<file path="config.mk">
export PLATFORM = sky130hd
export DESIGN_NAME = dle_frame_transmitter
export DESIGN_NICKNAME = d
export VERILOG_FILES = /design/src/hw/rtl/dleft_pkg.sv /design/src/hw/rtl/dleft_queue.sv /design/src/hw/rtl/dleft_front.sv /design/src/hw/rtl/dleft_back.sv /design/src/hw/rtl/dle_frame_transmitter.sv
export SDC_FILE = /design/constraint.sdc
export NUM_CORES = 1
export LEC_CHECK = 0
export BUFFER_PORTS_ARGS = -buffer_cell sky130_fd_sc_hd__clkbuf_2
export CAP_MARGIN = 40
export CORE_MARGIN = 4
export CORE_UTILIZATION = 30
export DETAILED_ROUTE_END_ITERATION = 8
export PLACE_DENSITY = 0.5
export SYNTH_ARGS = -nofsm -noshare
export SYNTH_HDL_FRONTEND = slang
export SYNTH_SLANG_ARGS = --single-unit
export TNS_END_PERCENT = 20
</file>
<file path="constraint.sdc">
create_clock -name clock -period 9.7 [get_ports clock]
set_input_delay 0.485 -clock clock [delete_from_list [all_inputs] [get_ports clock]]
set_output_delay 0.485 -clock clock [all_outputs]
set_load 0.03 [all_outputs]
</file>
<file path="src/hw/rtl/dleft_pkg.sv">
// ----------------------------------------------------------------------------
// dleft_pkg
// Types, constants and the checksum step of the DLE frame transmitter.
// ----------------------------------------------------------------------------
`default_nettype none

package dleft_pkg;

   localparam int QUEUE_DEPTH = 4;
   localparam int NUM_SLOTS   = 10;
   localparam int CSR_INDEX_W = 2;
   localparam int CSR_DATA_W  = 8;

   localparam logic [7:0] SUM_SEED = 8'h0F;
   localparam logic [7:0] SEQ_SEED = 8'hAA;

   localparam logic [CSR_INDEX_W-1:0] CSR_START_CODE = 2'd0;
   localparam logic [CSR_INDEX_W-1:0] CSR_END_CODE   = 2'd1;
   localparam logic [CSR_INDEX_W-1:0] CSR_ALT_CODE   = 2'd2;
   localparam logic [CSR_INDEX_W-1:0] CSR_BIG_MODE   = 2'd3;

   // Byte positions of one command, in line order.
   typedef enum logic [3:0] {
      SLOT_PRE_END  = 4'd0,
      SLOT_START    = 4'd1,
      SLOT_KIND     = 4'd2,
      SLOT_ADDR     = 4'd3,
      SLOT_DATA_HI  = 4'd4,
      SLOT_DATA_LO  = 4'd5,
      SLOT_SUM_HI   = 4'd6,
      SLOT_SUM_LO   = 4'd7,
      SLOT_TAIL_STA = 4'd8,
      SLOT_TAIL_END = 4'd9
   } slot_type;

   typedef struct packed {
      logic [7:0] pkt_kind;
      logic [7:0] pkt_addr;
      logic [7:0] payload;
      logic       has_payload;
      logic       first_item;
      logic       last_item;
   } req_type;

   typedef struct packed {
      logic [7:0] line_byte;
      logic       frame_done;
   } rsp_type;

   typedef struct packed {
      logic [7:0] start_code;
      logic [7:0] end_code;
      logic [7:0] alt_code;
      logic       big_mode;
   } cfg_type;

   // One classified item, handed from the front to the back.
   typedef struct packed {
      logic [7:0] pkt_kind;
      logic [7:0] pkt_addr;
      logic [7:0] payload;
      logic [7:0] sum;
      logic       header;
      logic       has_payload;
      logic       last_item;
   } cmd_type;

   typedef struct packed {
      logic [7:0] sum;
      logic [7:0] seq;
   } ck_type;

   // One checksum step: rotate-add the byte, xor the sequence byte and
   // fold the carry out of bit 8 back into the low byte.
   function automatic ck_type ck_mix(ck_type c, logic [7:0] b);
      ck_type     r;
      logic [9:0] t;
      r.seq = c.seq + 8'd1;
      t     = ({1'b0, c.sum, 1'b0} + {2'b00, b}) ^ {2'b00, r.seq};
      r.sum = t[7:0] + {7'd0, t[8]};
      return r;
   endfunction

endpackage

`default_nettype wire

</file>
<file path="src/hw/rtl/dleft_queue.sv">
// ----------------------------------------------------------------------------
// dleft_queue
// Short command queue between the front and the back of the transmitter.
// ----------------------------------------------------------------------------
`default_nettype none

module dleft_queue import dleft_pkg::*; #(
   parameter int DEPTH = QUEUE_DEPTH
) (
   input  wire logic    clock,
   input  wire logic    reset,
   input  wire logic    wr_en,
   input  wire cmd_type wr_cmd,
   output logic         full,
   input  wire logic    rd_en,
   output cmd_type      rd_cmd,
   output logic         rd_valid
);

   localparam int PTR_W = (DEPTH > 1) ? $clog2(DEPTH) : 1;
   localparam int CNT_W = $clog2(DEPTH + 1);
   localparam logic [PTR_W-1:0] LAST_PTR = PTR_W'(DEPTH - 1);
   localparam logic [CNT_W-1:0] FULL_CNT = CNT_W'(DEPTH);

   cmd_type          mem_ff [DEPTH];
   logic [PTR_W-1:0] wr_ptr_ff, wr_ptr_in;
   logic [PTR_W-1:0] rd_ptr_ff, rd_ptr_in;
   logic [CNT_W-1:0] count_ff, count_in;
   logic             do_wr, do_rd;

   assign full     = (count_ff == FULL_CNT);
   assign rd_valid = (count_ff != '0);
   assign rd_cmd   = mem_ff[rd_ptr_ff];
   assign do_wr    = wr_en && !full;
   assign do_rd    = rd_en && rd_valid;

   always_comb begin
      wr_ptr_in = wr_ptr_ff;
      rd_ptr_in = rd_ptr_ff;
      count_in  = count_ff;
      if (do_wr) begin
         wr_ptr_in = (wr_ptr_ff == LAST_PTR) ? '0 : wr_ptr_ff + 1'b1;
      end
      if (do_rd) begin
         rd_ptr_in = (rd_ptr_ff == LAST_PTR) ? '0 : rd_ptr_ff + 1'b1;
      end
      if (do_wr && !do_rd) begin
         count_in = count_ff + 1'b1;
      end else if (do_rd && !do_wr) begin
         count_in = count_ff - 1'b1;
      end
   end

   always_ff @(posedge clock) begin
      if (reset) begin
         wr_ptr_ff <= '0;
         rd_ptr_ff <= '0;
         count_ff  <= '0;
      end else begin
         wr_ptr_ff <= wr_ptr_in;
         rd_ptr_ff <= rd_ptr_in;
         count_ff  <= count_in;
      end
   end

   always_ff @(posedge clock) begin
      if (do_wr) begin
         mem_ff[wr_ptr_ff] <= wr_cmd;
      end
   end

endmodule

`default_nettype wire

</file>
<file path="src/hw/rtl/dleft_front.sv">
// ----------------------------------------------------------------------------
// dleft_front
// Accepts input items, runs the checksum, filters dropped packets and
// queues one command for every item that puts bytes on the line.
// ----------------------------------------------------------------------------
`default_nettype none

module dleft_front import dleft_pkg::*; (
   input  wire logic    clock,
   input  wire logic    reset,
   input  wire cfg_type cfg,
   input  wire logic    push,
   input  wire req_type req_data,
   input  wire logic    q_full,
   output logic         q_wr_en,
   output cmd_type      q_cmd
);

   ck_type ck_ff, ck_in;
   logic   drop_ff, drop_in;
   ck_type ck_seed, ck_hdr, ck_kind;
   logic   accept, bad_header;

   assign accept = push && !q_full;

   always_comb begin
      bad_header = (req_data.pkt_kind == cfg.start_code) ||
                   (req_data.pkt_kind == cfg.end_code)   ||
                   (req_data.pkt_addr == cfg.start_code) ||
                   (req_data.pkt_addr == cfg.end_code);

      // A first item restarts the checksum and folds in kind and address.
      ck_seed.sum = SUM_SEED;
      ck_seed.seq = SEQ_SEED;
      ck_kind     = ck_mix(ck_seed, req_data.pkt_kind);
      ck_hdr      = req_data.first_item ? ck_mix(ck_kind, req_data.pkt_addr) : ck_ff;
      ck_in       = req_data.has_payload ? ck_mix(ck_hdr, req_data.payload) : ck_hdr;
      drop_in     = req_data.first_item ? bad_header : drop_ff;

      q_cmd.pkt_kind    = req_data.pkt_kind;
      q_cmd.pkt_addr    = req_data.pkt_addr;
      q_cmd.payload     = req_data.payload;
      q_cmd.sum         = ck_in.sum;
      q_cmd.header      = req_data.first_item;
      q_cmd.has_payload = req_data.has_payload;
      q_cmd.last_item   = req_data.last_item;

      q_wr_en = accept && !drop_in &&
                (req_data.first_item || req_data.has_payload || req_data.last_item);
   end

   always_ff @(posedge clock) begin
      if (reset) begin
         ck_ff.sum <= SUM_SEED;
         ck_ff.seq <= SEQ_SEED;
         drop_ff   <= 1'b0;
      end else if (accept) begin
         ck_ff   <= ck_in;
         drop_ff <= drop_in;
      end
   end

endmodule

`default_nettype wire

</file>
<file path="src/hw/rtl/dleft_back.sv">
// ----------------------------------------------------------------------------
// dleft_back
// Expands queued commands into line bytes through an output register, one
// byte per cycle while that register is empty or being popped.
// ----------------------------------------------------------------------------
`default_nettype none

module dleft_back import dleft_pkg::*; (
   input  wire logic    clock,
   input  wire logic    reset,
   input  wire cfg_type cfg,
   input  wire cmd_type q_cmd,
   input  wire logic    q_valid,
   output logic         q_rd_en,
   output logic         empty,
   input  wire logic    pop,
   output rsp_type      rsp_data
);

   cmd_type              cur_ff, cur_in;
   logic [NUM_SLOTS-1:0] mask_ff, mask_in;
   logic                 out_valid_ff, out_valid_in;
   rsp_type              out_ff, out_in;

   logic [NUM_SLOTS-1:0] low_bit, rest, new_mask;
   slot_type             slot;
   logic                 advance, emit, load;
   logic                 data_esc, sum_esc, new_data_esc, new_sum_esc;

   assign empty    = !out_valid_ff;
   assign rsp_data = out_ff;
   assign q_rd_en  = load;

   always_comb begin
      // Which bytes the incoming command puts on the line.
      new_data_esc = (q_cmd.payload == cfg.start_code) || (q_cmd.payload == cfg.end_code);
      new_sum_esc  = (q_cmd.sum == cfg.start_code) || (q_cmd.sum == cfg.end_code);
      new_mask[SLOT_PRE_END]  = q_cmd.header && cfg.big_mode;
      new_mask[SLOT_START]    = q_cmd.header;
      new_mask[SLOT_KIND]     = q_cmd.header;
      new_mask[SLOT_ADDR]     = q_cmd.header;
      new_mask[SLOT_DATA_HI]  = q_cmd.has_payload;
      new_mask[SLOT_DATA_LO]  = q_cmd.has_payload && new_data_esc;
      new_mask[SLOT_SUM_HI]   = q_cmd.last_item;
      new_mask[SLOT_SUM_LO]   = q_cmd.last_item && new_sum_esc;
      new_mask[SLOT_TAIL_STA] = q_cmd.last_item && cfg.big_mode;
      new_mask[SLOT_TAIL_END] = q_cmd.last_item;

      low_bit = mask_ff & (~mask_ff + 1'b1);
      rest    = mask_ff & ~low_bit;

      slot = SLOT_TAIL_END;
      for (int i = NUM_SLOTS - 1; i >= 0; i--) begin
         if (mask_ff[i]) begin
            slot = slot_type'(i);
         end
      end

      data_esc = (cur_ff.payload == cfg.start_code) || (cur_ff.payload == cfg.end_code);
      sum_esc  = (cur_ff.sum == cfg.start_code) || (cur_ff.sum == cfg.end_code);

      out_in.frame_done = 1'b0;
      unique case (slot)
         SLOT_PRE_END:  out_in.line_byte = cfg.end_code;
         SLOT_START:    out_in.line_byte = cfg.start_code;
         SLOT_KIND:     out_in.line_byte = cur_ff.pkt_kind;
         SLOT_ADDR:     out_in.line_byte = cur_ff.pkt_addr;
         SLOT_DATA_HI:  out_in.line_byte = data_esc ? cfg.start_code : cur_ff.payload;
         SLOT_DATA_LO:  out_in.line_byte = (cur_ff.payload == cfg.start_code) ?
                                           cfg.start_code : cfg.alt_code;
         SLOT_SUM_HI:   out_in.line_byte = sum_esc ? cfg.start_code : cur_ff.sum;
         SLOT_SUM_LO:   out_in.line_byte = (cur_ff.sum == cfg.start_code) ?
                                           cfg.start_code : cfg.alt_code;
         SLOT_TAIL_STA: out_in.line_byte = cfg.start_code;
         SLOT_TAIL_END: begin
            out_in.line_byte  = cfg.end_code;
            out_in.frame_done = 1'b1;
         end
         default:       out_in.line_byte = cfg.end_code;
      endcase

      // The output register takes a byte when it is empty or being popped.
      // The next command is loaded in the cycle its predecessor's last
      // byte leaves, so commands follow each other without a gap.
      advance      = !out_valid_ff || pop;
      emit         = advance && (mask_ff != '0);
      load         = advance && q_valid && (rest == '0);
      out_valid_in = advance ? emit : out_valid_ff;
      mask_in      = load ? new_mask : (advance ? rest : mask_ff);
      cur_in       = load ? q_cmd : cur_ff;
   end

   always_ff @(posedge clock) begin
      if (reset) begin
         mask_ff      <= '0;
         out_valid_ff <= 1'b0;
      end else begin
         mask_ff      <= mask_in;
         out_valid_ff <= out_valid_in;
      end
   end

   always_ff @(posedge clock) begin
      cur_ff <= cur_in;
      if (emit) begin
         out_ff <= out_in;
      end
   end

endmodule

`default_nettype wire

</file>
<file path="src/hw/rtl/dle_frame_transmitter.sv">
// ----------------------------------------------------------------------------
// dle_frame_transmitter
// DLE byte-stuffing framer: packet items in, escaped line bytes out.
// ----------------------------------------------------------------------------
// The block takes one packet item per cycle while its command queue has
// room and puts one line byte per cycle on the result side while results
// are popped. An item causes line bytes as follows: one for a plain
// payload byte, two for an escaped one, three or four more for a header
// and two to four for a trailer, so a packet of N payload bytes gives
// between N+5 and 2N+8 line bytes. The byte sequencer of the back end
// sends them, and the queue of QUEUE_DEPTH commands lets the input run
// ahead of it. A bad header drops the packet without output.
`default_nettype none

module dle_frame_transmitter import dleft_pkg::*; #(
   parameter int QUEUE_DEPTH_P = QUEUE_DEPTH
) (
   input  wire logic                   clock,
   input  wire logic                   reset,
   input  wire logic                   push,
   output logic                        full,
   input  wire req_type                req_data,
   output logic                        empty,
   input  wire logic                   pop,
   output rsp_type                     rsp_data,
   input  wire logic                   csr_wr_en,
   input  wire logic [CSR_INDEX_W-1:0] csr_index,
   input  wire logic [CSR_DATA_W-1:0]  csr_wdata
);

   cfg_type cfg_ff;
   cmd_type wr_cmd, rd_cmd;
   logic    q_wr_en, q_rd_en, q_valid;

   always_ff @(posedge clock) begin
      if (reset) begin
         cfg_ff.start_code <= 8'd16;
         cfg_ff.end_code   <= 8'd3;
         cfg_ff.alt_code   <= 8'd4;
         cfg_ff.big_mode   <= 1'b0;
      end else if (csr_wr_en) begin
         unique case (csr_index)
            CSR_START_CODE: cfg_ff.start_code <= csr_wdata[7:0];
            CSR_END_CODE:   cfg_ff.end_code   <= csr_wdata[7:0];
            CSR_ALT_CODE:   cfg_ff.alt_code   <= csr_wdata[7:0];
            CSR_BIG_MODE:   cfg_ff.big_mode   <= csr_wdata[0];
         endcase
      end
   end

   dleft_front u_front (
      .clock    (clock),
      .reset    (reset),
      .cfg      (cfg_ff),
      .push     (push),
      .req_data (req_data),
      .q_full   (full),
      .q_wr_en  (q_wr_en),
      .q_cmd    (wr_cmd)
   );

   dleft_queue #(
      .DEPTH (QUEUE_DEPTH_P)
   ) u_queue (
      .clock    (clock),
      .reset    (reset),
      .wr_en    (q_wr_en),
      .wr_cmd   (wr_cmd),
      .full     (full),
      .rd_en    (q_rd_en),
      .rd_cmd   (rd_cmd),
      .rd_valid (q_valid)
   );

   dleft_back u_back (
      .clock    (clock),
      .reset    (reset),
      .cfg      (cfg_ff),
      .q_cmd    (rd_cmd),
      .q_valid  (q_valid),
      .q_rd_en  (q_rd_en),
      .empty    (empty),
      .pop      (pop),
      .rsp_data (rsp_data)
   );

endmodule

`default_nettype wire

</file>
==> results of run 1 <==
==> routing by layer <==
layer | global-route usage | share of wire | vias up
met2 | 0.226 | 0.46 | 158
met5 | 0 | 0.00042 | -
li1 | - | - | 3636
met4 | 0.0320 | 0.021 | 2
met3 | 0.0210 | 0.037 | 42
met1 | 0.196 | 0.48 | 3866
==> flip-flops by register name, summed over array words and instances (netlist names), named ones only <==
signal / count
cfg_ff: 25
u_back.cur_ff: 32
u_back.mask_ff: 10
u_back.out_valid_ff: 1
u_back.rsp_data: 9
u_front.ck_ff: 16
u_front.drop_ff: 1
u_queue.count_ff: 3
u_queue.mem_ff: 140
u_queue.rd_ptr_ff: 2
u_queue.wr_ptr_ff: 2
==> kinds of logic after synthesis <==
group | Yosys count | share of synthesized area
flops | 243 | 0.551
fa+ha+maj | 36 | 0.0387
compound gates | 134 | 0.0744
buf+inv | 73 | 0.0281
xor+xnor | 136 | 0.101
simple gates | 263 | 0.112
mux | 69 | 0.0949
==> power breakdown <==
group	switching (mW)	leakage [nW]	internal [mW]
clock	0.427	0.422	0.604
sequential	0.128	2.18	1.40
combinational	0.767	1.98	0.520
==> final timing paths <==
check / end / start / depth (start not counted)
worst min-delay path: u_queue.mem_ff[2][0] / req_data[0] / 1
worst max-delay path: u_queue.mem_ff[3][10] / req_data[20] / 31
worst min register to register: cfg_ff[6] / cfg_ff[6] / 2
worst max register to register: u_queue.count_ff[2] / cfg_ff[9] / 11
==> through the flow <==
stage	std cells	power (mW)
after floorplan	954	2.49
after global placement	1489	2.83
after detailed placement	1495	2.85
after CTS	1545	3.90
after global routing	1545	4.08
final	1545	3.85
==> cell usage after synthesis (all sizes together), types with 6 or more instances <==
cell type	count	area, um^2
edfxtp	181	5440
xnor2	120	1060
nand2	83	312
nor2	63	244
dfxtp	62	1240
a21oi	39	199
mux4	35	788
buf	32	184
ha	31	388
nand4	27	169
o21ai	23	119
clkbuf	21	81.3
inv	20	75.1
mux2	17	191
mux2i	17	170
xor2	14	123
nand3	13	70.1
nor2b	12	82.6
a31oi	11	68.8
a22oi	10	75.1
nor3	10	55.1
nand3b	9	67.6
a221oi	8	70.1
a21o	7	52.6
nor3b	7	52.6
and2	6	37.5
nand2b	6	37.5
o22ai	6	37.5
==> final cells by class <==
type,count,area share
multi-input cells,638,0.369
inverters,20,0.00542
well taps,525,0.0475
repair buffers,69,0.0315
flip-flops and latches,243,0.482
clock buffers,34,0.0514
clock inverters,16,0.0127
==> worst max-delay path: cells and delay by family <==
| kind | cells | cell delay, ns |
|---|---|---|
| adders and majority gates | 7 | 1.49 |
| xor gates and xnor gates | 4 | 0.65 |
| AOI/OAI and AO/OA | 10 | 1.94 |
| and+or+nand+nor | 8 | 1.90 |
| buffers and inverters | 2 | 0.34 |
==> flow_summary_export.csv, run 1 <==
group,metric,value,unit
yosys,synth_area,12100,um^2
sta,tns,0,ns
clock_tree,cts_root_buf,"clkbuf_16",
finish,mostFrequentLayoutCell,"edfxtp_1",
global_route,grt_remaining_overflow,0,
clock_tree,cts_setup_buffers,0,
outcome,status,"finished, final reports clean",
yosys,yosys_most_used_dff,"edfxtp_1",
critical_path,cp.required,10.00,ns
clock_tree,cts_htree_levels,1,
place,dpl.hpwl,21.1,mm
finish,final_cell_mix,"edfxtp_1 (181), xnor2_1 (119), nand2_1 (83)",
yosys,ys_types,76,
floorplanning,chipHeight,209,um
clock_tree,cts_tree,"built",
finish,antenna_cells,0,
clock_tree,hold_buffers,0,
flow_run,cap_violations,0,
floorplanning,die_area,43700,um^2
sta,finalWorstSetupSlack,3.16,ns
detailed_routing,wl,30.8,mm
detailed_routing,drc_errors,0,
place,io_buffers,52,
sta,skew,0.0252,ns
yosys,synth_edf_count,181,
floorplanning,fp.dieW,209,um
detailed_routing,drt_iter0_drc,443,
finish,area_growth,14.2,%
global_route,grt_pass1_wl,47.4,mm
floorplanning,core_area,39800,um^2
sta,period_minus_slack,6.54,ns
power_and_ir_drop,p_leak,4.58,nW
detailed_routing,viasPerCell,4.99,
finish,n_fill_cell,3915,
detailed_routing,wl_per_cell,19.9,um
sta,hold-worst-slack,0.190,ns
finish,final_util,0.348,
yosys,ys_ff_latch,243,
critical_path,crit_arrival,6.84,ns
yosys,synth_area_per_cell,12.7,um^2
clock_tree,clkTransAtPathRegs,0.06,ns
sta,fin_crit_sh,0.674,
detailed_routing,drt-pass1-iter-count,5,
yosys,synthCells,954,
critical_path,crit_slowest_cell,"nor3_1",
sta,tightest_slew,0.878,ns
critical_path,max_stage_delay,0.35,ns
clock_tree,cts_buffers,27,
critical_path,cp-end-kind,"flop",
global_route,antenna_found_initial,1,
detailed_routing,vias,7704,
finish,layout-drive-gt1-share,0.186,
clock_tree,worstSkewPairLatency,0.55,ns
sta,final-hold-violation-count,0,
sta,fmax,0.153,GHz
finish,fin_nets,1075,
finish,multi_input_area,5110,um^2
power_and_ir_drop,max-vdd-ir-drop,126,uV
critical_path,r2r_setup_slack,6.12,ns
worst_hold_path,worstHoldPathType,"input port to flop",
finish,final_area,13800,um^2
clock_tree,cts_sinks,243,
yosys,yosysWarnings,0,
sta,slew_viol_final,0,
yosys,synth_nets,1030,
global_route,track_usage,0.139,
yosys,synth-async-reset-ratio,0,
critical_path,path_class,"input port to flop",
critical_path,crit_path_frequent_cell,"ha_1",
yosys,ys_seq_area_frac,0.551,
floorplanning,ios,53,
critical_path,cp-start-kind,"input port",
sta,rsz0062_at_grt,"no",
floorplanning,rows,73,
floorplanning,start_util,0.304,
clock_tree,cts_resized,0,
place,place.gp.congestion,0.806,
sta,slew_headroom,0.415,
sta,setup_viol,0,
power_and_ir_drop,power-per-cell-area,278,nW/um^2
global_route,grt_pass1_vias,7642,
finish,seq_area,6680,um^2
critical_path,crit_fanout,10,
place,place_area,13000,um^2
detailed_routing,ant_nets,0,
clock_tree,ctsLongestPathBuffers,3,
global_route,grt_start_max_net_pins,62,
place,dp_worst_setup_slack,2.69,ns
Note: power is estimated with default switching activity, not from simulation.
==> run 2, diff against run 1 <==
- ABC_AREA: default -> 1
- clock period: 9.7 -> 6.7 ns (I/O delays scaled with it)
==> run 2 against run 1 <==
Effect of this change: flip-flop and latch count did not move; via count rose by 40%; final cell count rose by 44%; die area rose by 8.0%; clock skew fell by 0.016 ns; non-clock buffer count fell by 1; largest power group unchanged; hold slack got worse by 0.14 ns; sequential share of layout area fell by 3.8 points; synthesized cell count rose by 66%; highest routed layer is now met4.
==> flow_summary_export.csv, run 2 <==
group,metric,value,unit
finish,reg_top3,"u_queue.mem_ff: 140 flops, u_back.cur_ff: 32 flops, cfg_ff: 25 flops",
global_route,grt_start_max_net_pins,72,
finish,largest_reg_flops,140,
sta,tightest_slew,0.834,ns
finish,largest_register,"u_queue.mem_ff",
clock_tree,ctsLongestPathBuffers,3,
detailed_routing,wl,38.7,mm
yosys,yosys.area.top_type,"edfxtp_1",
yosys,synthCells,1581,
floorplanning,rows,76,
floorplanning,start_util,0.304,
detailed_routing,drt-pass1-iter-count,5,
critical_path,cp-end-kind,"flop",
floorplanning,die_area,47200,um^2
power_and_ir_drop,max-vdd-ir-drop,241,uV
yosys,ys_seq_area_frac,0.508,
sta,finalWorstSetupSlack,0.790,ns
yosys,synthTopCellsByCount,"nand2_1 (477), edfxtp_1 (181), inv_1 (155)",
place,dpl.hpwl,27.0,mm
sta,fin_crit_sh,0.882,
place,dp_worst_setup_slack,0.298,ns
clock_tree,cts_buffers,29,
clock_tree,cts_htree_levels,1,
yosys,synth_most_common_cell,"nand2_1",
finish,layout-drive-gt1-share,0.0986,
finish,n_fill_cell,4483,
detailed_routing,drc_errors,0,
floorplanning,fp.dieW,217,um
critical_path,crit_fanout,8,
finish,final_cell_mix,"nand2_1 (477), edfxtp_1 (181), inv_1 (155)",
finish,final_area,15000,um^2
power_and_ir_drop,power-per-cell-area,404,nW/um^2
yosys,synth_nets,1657,
global_route,antenna_found_initial,0,
clock_tree,worstSkewPairLatency,0.55,ns
clock_tree,hold_buffers,0,
clock_tree,cts_root_buf,"clkbuf_16",
sta,skew,0.00967,ns
global_route,grt_pass1_wl,60.3,mm
finish,mostFrequentLayoutCell,"nand2_1",
yosys,synth_area_per_cell,8.30,um^2
clock_tree,cts_setup_buffers,0,
floorplanning,chipHeight,217,um
yosys,yosysWarnings,0,
clock_tree,cts_tree,"built",
yosys,ys_ff_latch,243,
global_route,grt_remaining_overflow,0,
yosys,synthTopCellsByArea,"edfxtp_1 (41%), nand2_1 (14%), dfxtp_1 (9.5%)",
critical_path,crit_slowest_cell,"ha_1",
place,place_area,14000,um^2
sta,tns,0,ns
sta,period_minus_slack,5.91,ns
critical_path,path_class,"input port to flop",
global_route,grt_pass1_vias,10300,
detailed_routing,ant_nets,0,
clock_tree,cts_resized,0,
critical_path,cp-start-kind,"input port",
sta,setup_viol,0,
worst_hold_path,worstHoldPathType,"input port to flop",
finish,area_growth,14.5,%
sta,slew_viol_final,0,
power_and_ir_drop,p_leak,6.26,nW
finish,fin_cells,2228,
flow_run,cap_violations,0,
sta,slew_headroom,0.444,
global_route,track_usage,0.162,
yosys,yosys_most_used_dff,"edfxtp_1",
yosys,synth_area,13100,um^2
clock_tree,cts_sinks,243,
critical_path,crit_arrival,6.19,ns
floorplanning,core_area,43200,um^2
sta,rsz0062_at_grt,"no",
critical_path,cp.required,6.98,ns
detailed_routing,wl_per_cell,17.4,um
critical_path,max_stage_delay,0.36,ns
sta,final-hold-violation-count,0,
detailed_routing,vias,10800,
finish,fin_nets,1697,
detailed_routing,drt_iter0_drc,733,
yosys,synth-async-reset-ratio,0,
yosys,synth_edf_count,181,
clock_tree,clkTransAtPathRegs,0.06,ns
sta,fmax,0.169,GHz
detailed_routing,viasPerCell,4.83,
finish,antenna_cells,0,
place,place.gp.congestion,0.886,
yosys,ys_types,45,
outcome,status,"finished, final reports clean",
place,dp_cells,2175,
place,io_buffers,52,
floorplanning,ios,53,
yosys,synth_top_cell_area_share,0.414,
-- run 2: cell types whose count changed in the layout (fill, tap and decap cells not counted), moves of 18 or more --
cell	previous run	this run
a21oi_1	38	66
inv_1	19	155
mux4_2	35	0
nand2_1	83	477
nand3_1	12	114
nor2_1	62	112
o211ai_1	0	18
o21ai_0	22	92
xnor2_1	119	26
-- run 2: worst paths after layout --
path / cells after the start / to / slack (ns) / from
hold reg to reg: 2 / cfg_ff[4] / 0.47 / cfg_ff[4]
hold / removal: 1 / u_queue.mem_ff[3][0] / 0.05 / req_data[0]
setup / recovery: 40 / u_queue.mem_ff[3][9] / 0.79 / req_data[23]
setup reg to reg: 13 / u_queue.count_ff[2] / 2.54 / u_queue.count_ff[0]
-- run 2: per-stage QoR --
stage / total power [mW] / utilization / hold WS (ns)
floorplan: 3.73 / - / 0.430
global placement: 4.42 / 0.324 / 0.456
detailed placement: 4.44 / 0.324 / 0.465
CTS: 6.14 / 0.348 / 0.0301
global route: 6.50 / 0.348 / 0.0404
finish: 6.07 / 0.348 / 0.0536
-- run 2: cells by family (layout without fill, tap and decap cells) --
logic type / Yosys count / in the layout / synth area share
adders and majority gates: 34 / 34 / 0.0341
DFF: 243 / 243 / 0.508
AOI/OAI and AO/OA: 223 / 223 / 0.0932
buffers and inverters: 234 / 296 / 0.0718
and+or+nand+nor: 792 / 792 / 0.256
xor gates and xnor gates: 55 / 55 / 0.0367
-- run 2: layout make-up --
cell class	count	area, um^2	area share
multi-input combinational	1104	5540	0.369
clock inverter	19	260	0.0173
clock buffer	34	764	0.0509
timing repair buffer	68	393	0.0261
inverter	175	662	0.0440
sequential	243	6680	0.444
tap	585	732	0.0487
-- run 2: report_power, final --
group	internal [mW]	switching, mW
clock	1.04	0.636
combinational	0.623	1.55
sequential	2.05	0.174
-- run 2: routing by layer --
metal  vias up  wire length [um]  track usage
li1       5348                 -            -
met1      5062             17500        0.223
met2       282             17800        0.266
met3        68              2360       0.0276
met4         0              1070       0.0416
met5         -                 0            0
-- run 2: worst max-delay path, delay by kind of cell --
family                     cells  cell delay [ns]
adders and majority gates      8             1.76
buffers and inverters          4             0.38
xor gates and xnor gates       3             0.53
and+or+nand+nor               21             2.58
AOI/OAI and AO/OA              4             0.57
